## src/rtl/fire_heat_column_core_defines.svh

```systemverilog
// assertion macros for the fire heat column core
`ifndef FIRE_HEAT_COLUMN_CORE_DEFINES_SVH
`define FIRE_HEAT_COLUMN_CORE_DEFINES_SVH

`ifndef SYNTHESIS
// check that holds only outside reset
`define FHC_CHECK(lbl, prop) \
    lbl: assert property (@(posedge i_clk) disable iff (!i_rst_n) prop) \
        else $error("fire heat column check failed");
// check that holds during reset too
`define FHC_CHECK_ALWAYS(lbl, prop) \
    lbl: assert property (@(posedge i_clk) prop) \
        else $error("fire heat column reset check failed");
`else
`define FHC_CHECK(lbl, prop)
`define FHC_CHECK_ALWAYS(lbl, prop)
`endif

`endif

```

## src/rtl/fhc_pkg.sv

```systemverilog
package fhc_pkg;

    // column height in heat cells
    localparam int CELLS  = 16;
    localparam int CELL_W = $clog2(CELLS);

    localparam int HEAT_W = 8;
    localparam int ROW_W  = 4;
    localparam int MUL_W  = 16;
    localparam int PROD_W = 2 * MUL_W;

    // floor(s/3) for s < 768: (s*683) >> 11
    localparam logic [MUL_W-1:0] DIV3_MUL   = 16'd683;
    localparam int               DIV3_SHIFT = 11;

    // t = (h*191 + 127) / 255, division as (x*32897) >> 23 for x < 48833
    localparam logic [MUL_W-1:0] HEAT_SCALE   = 16'd191;
    localparam logic [MUL_W-1:0] HEAT_ROUND   = 16'd127;
    localparam logic [MUL_W-1:0] DIV255_MUL   = 16'd32897;
    localparam int               DIV255_SHIFT = 23;

    localparam logic [7:0] PAL_HIGH = 8'h80;
    localparam logic [7:0] PAL_MID  = 8'h40;
    localparam logic [7:0] CHAN_MAX = 8'hFF;

    localparam logic [7:0] THRESHOLD_RESET = 8'd50;

    typedef enum logic [3:0] {
        ST_IDLE,
        ST_COOL,
        ST_DIFF_A,
        ST_DIFF_B,
        ST_DIFF_W,
        ST_SPARK_RD,
        ST_SPARK,
        ST_COL_RD,
        ST_COL_M1,
        ST_COL_M2,
        ST_COL_OUT
    } t_fhc_state;

endpackage

```

## src/rtl/fire_heat_column_core.sv

```systemverilog
// Fire heat column core: one column of a fire effect. A frame is CELLS input transactions,
// one per heat cell in order 0..CELLS-1; each lowers its cell's heat by the cooldown,
// flooring at zero. The last transaction of a frame also lets the heat drift upward
// (h[k] = (h[k-1] + 2*h[k-2]) / 3 for k from CELLS-1 down to 2), adds spark_add to cell
// spark_row (mod 256) when spark_draw < spark_threshold and the row is inside the column,
// and then emits CELLS colour transactions, row 0 first, frame_end on the last. Heat maps
// to t = round(h*191/255) and a three-band red/yellow/white palette. A transaction that is
// not the last of a frame reads the heat store, then writes it back; the last one runs the
// cooldown, the diffusion, the spark and then the colours, which wait on an output stall.
// All multiplications go through one 16x16 multiplier with a registered product, and all
// heat reads through the single read port of the heat store. The input is stalled whenever
// the core is not idle; the last colour sits in the output register, so the next frame can
// start while it waits. The heat store clears at reset at once through per-cell valid bits;
// spark_threshold resets to 50 and is written through i_cfg_we / i_cfg_data. The user must
// write it only while the core is idle; the core itself does not enforce this.
`include "fire_heat_column_core_defines.svh"

module fire_heat_column_core
    import fhc_pkg::*;
(
    input  logic              i_clk,
    input  logic              i_rst_n,

    // configuration
    input  logic              i_cfg_we,
    input  logic [7:0]        i_cfg_data,

    // input channel
    input  logic              i_in_valid,
    output logic              o_in_stall,
    input  logic [5:0]        i_cooldown,
    input  logic [7:0]        i_spark_draw,
    input  logic [2:0]        i_spark_row,
    input  logic [7:0]        i_spark_add,

    // output channel
    output logic              o_out_valid,
    input  logic              i_out_stall,
    output logic [ROW_W-1:0]  o_row,
    output logic [7:0]        o_red,
    output logic [7:0]        o_green,
    output logic [7:0]        o_blue,
    output logic              o_frame_end
);

    // ------------------------------------------------------------------
    // state
    // ------------------------------------------------------------------
    t_fhc_state          r_state, n_state;

    logic [7:0]          r_threshold;
    logic [CELL_W-1:0]   r_cell_cnt, n_cell_cnt;   // next cell expected in the frame
    logic [CELL_W-1:0]   r_k, n_k;                 // diffusion / colour cell index

    // fields of the transaction at work
    logic [5:0]          r_cool;
    logic [7:0]          r_draw;
    logic [2:0]          r_srow;
    logic [7:0]          r_sadd;

    // heat store: one write and one registered read port
    logic [HEAT_W-1:0]   mem_heat [CELLS];
    logic [CELLS-1:0]    r_heat_vld;               // cleared at reset, unwritten reads as 0
    logic [HEAT_W-1:0]   r_rd_data;
    logic                r_rd_vld;
    logic [CELL_W-1:0]   rd_addr;
    logic [HEAT_W-1:0]   rd_heat;

    logic                wr_en;
    logic [CELL_W-1:0]   wr_addr;
    logic [HEAT_W-1:0]   wr_data;

    // holds h[k-1] across the diffusion sweep
    logic [HEAT_W-1:0]   r_hk1, n_hk1;

    // shared multiplier
    logic [MUL_W-1:0]    mul_a, mul_b;
    logic                mul_en;
    logic [PROD_W-1:0]   r_prod;

    // output register
    logic                r_out_valid, n_out_valid;
    logic [ROW_W-1:0]    r_row;
    logic [7:0]          r_red, r_green, r_blue;
    logic                r_frame_end;
    logic                out_load;

    logic                in_accept;
    logic                spark_hit;
    logic [9:0]          diff_sum;
    logic [7:0]          pal_t;
    logic [7:0]          ramp;
    logic [HEAT_W-1:0]   cool_res;

    assign in_accept = i_in_valid && !o_in_stall;
    assign o_in_stall = (r_state != ST_IDLE);

    assign rd_heat = r_rd_vld ? r_rd_data : '0;

    // cooldown with floor at zero
    assign cool_res = (rd_heat < HEAT_W'(r_cool)) ? '0 : rd_heat - HEAT_W'(r_cool);

    // h[k-1] + 2*h[k-2]
    assign diff_sum = 10'(r_hk1) + {1'b0, rd_heat, 1'b0};

    assign spark_hit = (r_draw < r_threshold) && (int'(r_srow) < CELLS);

    // palette index and ramp from the second product
    assign pal_t = r_prod[DIV255_SHIFT +: 8];
    assign ramp  = {pal_t[5:0], 2'b00};

    // ------------------------------------------------------------------
    // sequencer
    // ------------------------------------------------------------------
    always_ff @(posedge i_clk) begin
        if (!i_rst_n) begin
            r_state <= ST_IDLE;
        end else begin
            r_state <= n_state;
        end
    end

    always_comb begin
        n_state     = r_state;
        n_cell_cnt  = r_cell_cnt;
        n_k         = r_k;
        n_hk1       = r_hk1;
        rd_addr     = r_k;
        wr_en       = 1'b0;
        wr_addr     = r_k;
        wr_data     = rd_heat;
        mul_en      = 1'b0;
        mul_a       = '0;
        mul_b       = '0;
        out_load    = 1'b0;
        n_out_valid = r_out_valid && i_out_stall;

        case (r_state)
            ST_IDLE: begin
                rd_addr = r_cell_cnt;
                if (in_accept) begin
                    n_state = ST_COOL;
                end
            end
            ST_COOL: begin
                wr_en   = 1'b1;
                wr_addr = r_cell_cnt;
                wr_data = cool_res;
                if (int'(r_cell_cnt) == CELLS - 1) begin
                    // last cell: start the upward drift at the top
                    n_cell_cnt = '0;
                    n_k        = CELL_W'(CELLS - 1);
                    rd_addr    = CELL_W'(CELLS - 2);
                    n_state    = ST_DIFF_A;
                end else begin
                    n_cell_cnt = r_cell_cnt + 1'b1;
                    n_state    = ST_IDLE;
                end
            end
            ST_DIFF_A: begin
                n_hk1   = rd_heat;
                rd_addr = r_k - CELL_W'(2);
                n_state = ST_DIFF_B;
            end
            ST_DIFF_B: begin
                mul_en  = 1'b1;
                mul_a   = MUL_W'(diff_sum);
                mul_b   = DIV3_MUL;
                n_hk1   = rd_heat;
                n_state = ST_DIFF_W;
            end
            ST_DIFF_W: begin
                wr_en   = 1'b1;
                wr_addr = r_k;
                wr_data = r_prod[DIV3_SHIFT +: HEAT_W];
                if (int'(r_k) == 2) begin
                    n_state = ST_SPARK_RD;
                end else begin
                    rd_addr = r_k - CELL_W'(3);
                    n_k     = r_k - 1'b1;
                    n_state = ST_DIFF_B;
                end
            end
            ST_SPARK_RD: begin
                rd_addr = CELL_W'(r_srow);
                n_state = ST_SPARK;
            end
            ST_SPARK: begin
                wr_en   = spark_hit;
                wr_addr = CELL_W'(r_srow);
                wr_data = rd_heat + r_sadd;
                n_k     = '0;
                n_state = ST_COL_RD;
            end
            ST_COL_RD: begin
                rd_addr = r_k;
                n_state = ST_COL_M1;
            end
            ST_COL_M1: begin
                mul_en  = 1'b1;
                mul_a   = MUL_W'(rd_heat);
                mul_b   = HEAT_SCALE;
                n_state = ST_COL_M2;
            end
            ST_COL_M2: begin
                mul_en  = 1'b1;
                mul_a   = r_prod[MUL_W-1:0] + HEAT_ROUND;
                mul_b   = DIV255_MUL;
                n_state = ST_COL_OUT;
            end
            ST_COL_OUT: begin
                if (!r_out_valid || !i_out_stall) begin
                    out_load    = 1'b1;
                    n_out_valid = 1'b1;
                    if (int'(r_k) == CELLS - 1) begin
                        n_state = ST_IDLE;
                    end else begin
                        n_k     = r_k + 1'b1;
                        rd_addr = r_k + 1'b1;
                        n_state = ST_COL_M1;
                    end
                end
            end
            default: begin
                n_state = ST_IDLE;
            end
        endcase
    end

    // ------------------------------------------------------------------
    // control registers
    // ------------------------------------------------------------------
    always_ff @(posedge i_clk) begin
        if (!i_rst_n) begin
            r_cell_cnt  <= '0;
            r_threshold <= THRESHOLD_RESET;
            r_heat_vld  <= '0;
            r_out_valid <= 1'b0;
        end else begin
            r_cell_cnt  <= n_cell_cnt;
            r_out_valid <= n_out_valid;
            if (i_cfg_we) begin
                r_threshold <= i_cfg_data;
            end
            if (wr_en) begin
                r_heat_vld[wr_addr] <= 1'b1;
            end
        end
    end

    // ------------------------------------------------------------------
    // datapath registers
    // ------------------------------------------------------------------
    always_ff @(posedge i_clk) begin
        r_k   <= n_k;
        r_hk1 <= n_hk1;
        if (in_accept) begin
            r_cool <= i_cooldown;
            r_draw <= i_spark_draw;
            r_srow <= i_spark_row;
            r_sadd <= i_spark_add;
        end
        if (mul_en) begin
            r_prod <= mul_a * mul_b;
        end
    end

    // heat store
    always_ff @(posedge i_clk) begin
        if (wr_en) begin
            mem_heat[wr_addr] <= wr_data;
        end
        r_rd_data <= mem_heat[rd_addr];
        r_rd_vld  <= r_heat_vld[rd_addr];
    end

    // colour output register
    always_ff @(posedge i_clk) begin
        if (out_load) begin
            r_row       <= ROW_W'(r_k);
            r_frame_end <= (int'(r_k) == CELLS - 1);
            if (pal_t > PAL_HIGH) begin
                r_red   <= CHAN_MAX;
                r_green <= CHAN_MAX;
                r_blue  <= ramp;
            end else if (pal_t > PAL_MID) begin
                r_red   <= CHAN_MAX;
                r_green <= ramp;
                r_blue  <= '0;
            end else begin
                r_red   <= ramp;
                r_green <= '0;
                r_blue  <= '0;
            end
        end
    end

    assign o_out_valid = r_out_valid;
    assign o_row       = r_row;
    assign o_red       = r_red;
    assign o_green     = r_green;
    assign o_blue      = r_blue;
    assign o_frame_end = r_frame_end;

    // ------------------------------------------------------------------
    // assertions
    // ------------------------------------------------------------------
    `FHC_CHECK(a_cnt_in_range, int'(r_cell_cnt) < CELLS)
    `FHC_CHECK(a_accept_to_cool, in_accept |=> (r_state == ST_COOL))
    `FHC_CHECK(a_frame_end_row, (o_out_valid && o_frame_end) |-> (int'(o_row) == CELLS - 1))
    `FHC_CHECK(a_load_only_free, out_load |-> (!r_out_valid || !i_out_stall))
    `FHC_CHECK_ALWAYS(a_reset_quiet, !i_rst_n |=> (!o_out_valid && (r_state == ST_IDLE)))

endmodule
```

## config.mk

```make
export PLATFORM = sky130hd
export DESIGN_NAME = fire_heat_column_core
export DESIGN_NICKNAME = d
export VERILOG_FILES = /design/src/rtl/fhc_pkg.sv /design/src/rtl/fire_heat_column_core.sv
export VERILOG_INCLUDE_DIRS = /design/src /design/src/rtl
export SDC_FILE = /design/constraint.sdc
export NUM_CORES = 1
export LEC_CHECK = 0
export ABC_AREA = 0
export BUFFER_PORTS_ARGS = -buffer_cell sky130_fd_sc_hd__buf_2
export CORE_MARGIN = 2
export CORE_UTILIZATION = 35
export DETAILED_ROUTE_END_ITERATION = 12
export GPL_TIMING_DRIVEN = 0
export PLACE_DENSITY = 0.61
export SYNTH_ARGS = -nofsm -noshare
export SYNTH_HDL_FRONTEND = slang
export SYNTH_SLANG_ARGS = --single-unit
```

## constraint.sdc

```tcl
create_clock -name i_clk -period 7.7 [get_ports i_clk]
set_clock_uncertainty 0.2 [all_clocks]
set_input_delay 0.77 -clock i_clk [delete_from_list [all_inputs] [get_ports i_clk]]
set_output_delay 0.77 -clock i_clk [all_outputs]
set_load 0.1 [all_outputs]
```

==> results.cfg <==
[outcome]
run_status = finished clean

[setup_path]
startpoint_type = register
critPathMaxStageDelay_ns = 0.54
kind_of_capture_point_of_the_worst_setup_path = register
timing.critical_path.required_ns = 7.79
crit_fanout = 10
path_class = reg -> reg
worst_ep_arrival_time_ns = 7.62
critical_path.most_common_cell = fa_1
timing.critical_path.slowest_stage_cell = fa_1

[layout]
final.fill_count = 4615
layout.core_utilization = 0.408
layout.cells.most_common_list = edfxtp_1, inv_1, ha_1
drive_gt1_frac = 0.137
count_of_inserted_antenna_diode_cells = 0
mostFrequentLayoutCell = edfxtp_1
area_growth_syn_to_layout_pct = 15.8
nets = 1931

[timing]
max_slew.worst_pin.slew_ns = 1.32
hold-worst-slack_ns = 0.161
layout_worst_path_cycle_share = 0.978
post-route-min-period_ns = 7.53
setup_viol_count_final = 0
hold_viol_final = 0
relSlewSlack = 0.110
final-max-slew-violation-count = 0
setup_repair_after_global_routing_missed_its_margin = true
fmax_mhz = 133

[clocking]
clk_pin_slew_ns = 0.06
cts.htree.levels = 1
tritoncts = yes
cts.root.buffer_cell = clkbuf_16
clock_sinks = 259
clock_insertion_delay_worst_skew_ns = 0.58
clock_tree.buffer_depth = 3
inserted_clock_buffers = 28
hold_buf_count_cts = 0

[synth]
cell_area_synth_mm2 = 0.0171
postSynthAreaPerCell_um2 = 11.4
sequential_element_share_of_the_synthesized_area = 0.429
postSynth.topFlopCell = edfxtp_1
ys.warnings.count = 0
synth_cell_types = 87
ys_seq_elements = 259
count_of_flip_flops_with_a_built_in_enable_after_synthesis = 217
postSynthCellCount = 1505
synth_async_sr_flop_share = 0

[placement]
gpl.final_weighted_congestion = 0.920
place.detailed.hpwl_mm = 33.1
place.port_buffers = 65

[floorplanning]
die_height_um = 225
dieArea_mm2 = 0.0507
core_region_area_mm2 = 0.0486
die_w_um = 225
boundary_pin_count = 69
num_rows = 81
initial_utilization = 0.352

[drt]
via_count = 11900
count_of_antenna_violating_nets_left_after_detailed_routing = 0
drt-vias-per-instance = 5.19
detail_route.first_pass.iterations = 5
wl_per_cell_um = 18.8
drc = 0
first_iter_violations = 908
postRouteWirelength_mm = 43.2

[global_route]
grt_first_pass_wirelength_mm = 66.8
pin_count_of_the_biggest_net_entering_global_routing = 28
total_global_route_track_usage = 0.170
overflow = 0
vias_in_the_first_global_route = 11700
antenna_found_initial = 0

[flow_run]
timing.max_cap.violations = 0

[hold_path]
min-delay-path-class = in -> reg

[pwr]
total_leakage_power_nw = 8.76
worst_ir_drop_vdd_mv = 0.188
pwr_density_cell_mw_per_mm2 = 190
## metrics by stage
stage	TNS, ns	setup slack [ns]	power, mW	instance area (um^2)	instances
CTS	0	0.0186	3.76	19600	2289
finish	0	0.169	3.78	19800	2298
floorplan	0	0.0259	2.12	17300	1543
detailed placement	-8.16	-1.00	2.31	18400	2233
global placement	-8.31	-1.01	2.30	18400	2230
global route	-0.0804	-0.0452	3.95	19800	2298
## synth_stat cells (5+ instances only)
cell      count  share of area
and3_1       14         0.0051
clkbuf_1     15         0.0033
nor3_1       23         0.0067
nand3_1      27         0.0079
a21oi_1      59          0.017
o21ai_0      37          0.011
xnor2_1      35          0.018
nand2_1      81          0.018
nand2b_1     18         0.0066
nor2b_1      14         0.0051
nor2_1       89          0.019
and2_1       21         0.0077
buf_2        13         0.0038
a21o_1       25          0.011
maj3_1        5         0.0029
mux2i_1      82          0.048
a22o_1       14         0.0072
and4_1       13         0.0066
or3_1        12         0.0044
buf_6         5         0.0033
o211ai_1     13         0.0057
fa_1         85          0.099
inv_1       175          0.038
edfxtp_1    217           0.38
o31ai_1       5         0.0022
a211oi_1     10         0.0044
o21a_1        7         0.0031
xor2_1       20          0.010
a31oi_1       6         0.0022
buf_4         9         0.0039
o21bai_1      5         0.0022
a22oi_1      42          0.018
dfxtp_1      42          0.049
ha_1        154           0.11
or2_2         9         0.0033
## worst max-delay path, delay by kind of cell, from the launching register on
kind,cells,cell delay [ns]
AO/OA/AOI/OAI,9,2.04
adder cells (fa/ha/maj),10,3.74
buffers and inverters,7,0.57
flip-flops,1,0.36
AND/OR/NAND/NOR,3,0.31
## sequential cells by signal, summed over array words and instances (netlist names), 6 cells and up
register and count:
mem_heat 128, r_prod 27, r_heat_vld 16, r_draw 8
r_hk1 8, r_rd_data 8, r_sadd 8, r_threshold 8
o_green 7, o_red 7, o_blue 6, r_cool 6
## logic make-up (layout without fill, tap and decap cells)
kind of cell    Yosys count  in the layout  share of synthesized area
other cells               2             40                   0.000438
compound gates          279            279                      0.114
fa+ha+maj               244            244                      0.215
mux                      82             82                     0.0479
xor+xnor                 55             55                     0.0281
simple gates            357            357                      0.109
flops                   259            259                      0.429
buf+inv                 227            360                     0.0560
## layout make-up
| cell class | instances | area (um^2) | area share |
|---|---|---|---|
| multi-input cells | 1057 | 9300 | 0.469 |
| flip-flops and latches | 259 | 7360 | 0.371 |
| well taps | 622 | 778 | 0.0392 |
| clock buffers | 37 | 754 | 0.0380 |
| inverters | 179 | 674 | 0.0340 |
| repair buffers | 82 | 460 | 0.0232 |
| plain buffers | 47 | 300 | 0.0151 |
| clock inverters | 15 | 214 | 0.0108 |
## timing repair
action / in CTS / in global routing
cloned: 0 / 0
resized for setup: 31 / 42
endpoints found under the setup margin: 16 / 12
pin swaps: 12 / 18
buffers inserted: 5 / 7
## path summary, 6_finish.rpt
check                              from                          to  slack, ns  depth (start not counted)
min reg2reg  r_heat_vld[7]$_SDFFE_PN0P_  r_heat_vld[7]$_SDFFE_PN0P_       0.27                          2
max reg2reg            r_rd_vld$_DFF_P_        r_prod[28]$_DFFE_PP_       0.17                         29
max                    r_rd_vld$_DFF_P_        r_prod[28]$_DFFE_PP_       0.17                         29
min                     i_spark_draw[5]         r_draw[5]$_DFFE_PP_       0.16                          1
## routing by layer
metal / share of wire / GRT usage
met1: 0.47 / 0.245
met2: 0.47 / 0.276
met3: 0.047 / 0.0185
met4: 0.016 / 0.0355
met5: 0 / 0
## where the power goes
| part | switching (mW) | internal (mW) | leakage [nW] |
|---|---|---|---|
| registers | 0.0165 | 1.58 | 2.34 |
| logic | 0.474 | 0.303 | 5.95 |
| clock network | 0.578 | 0.833 | 0.469 |
| total | 1.07 | 2.71 | 8.76 |
Note: power is estimated with default switching activity, not from simulation.
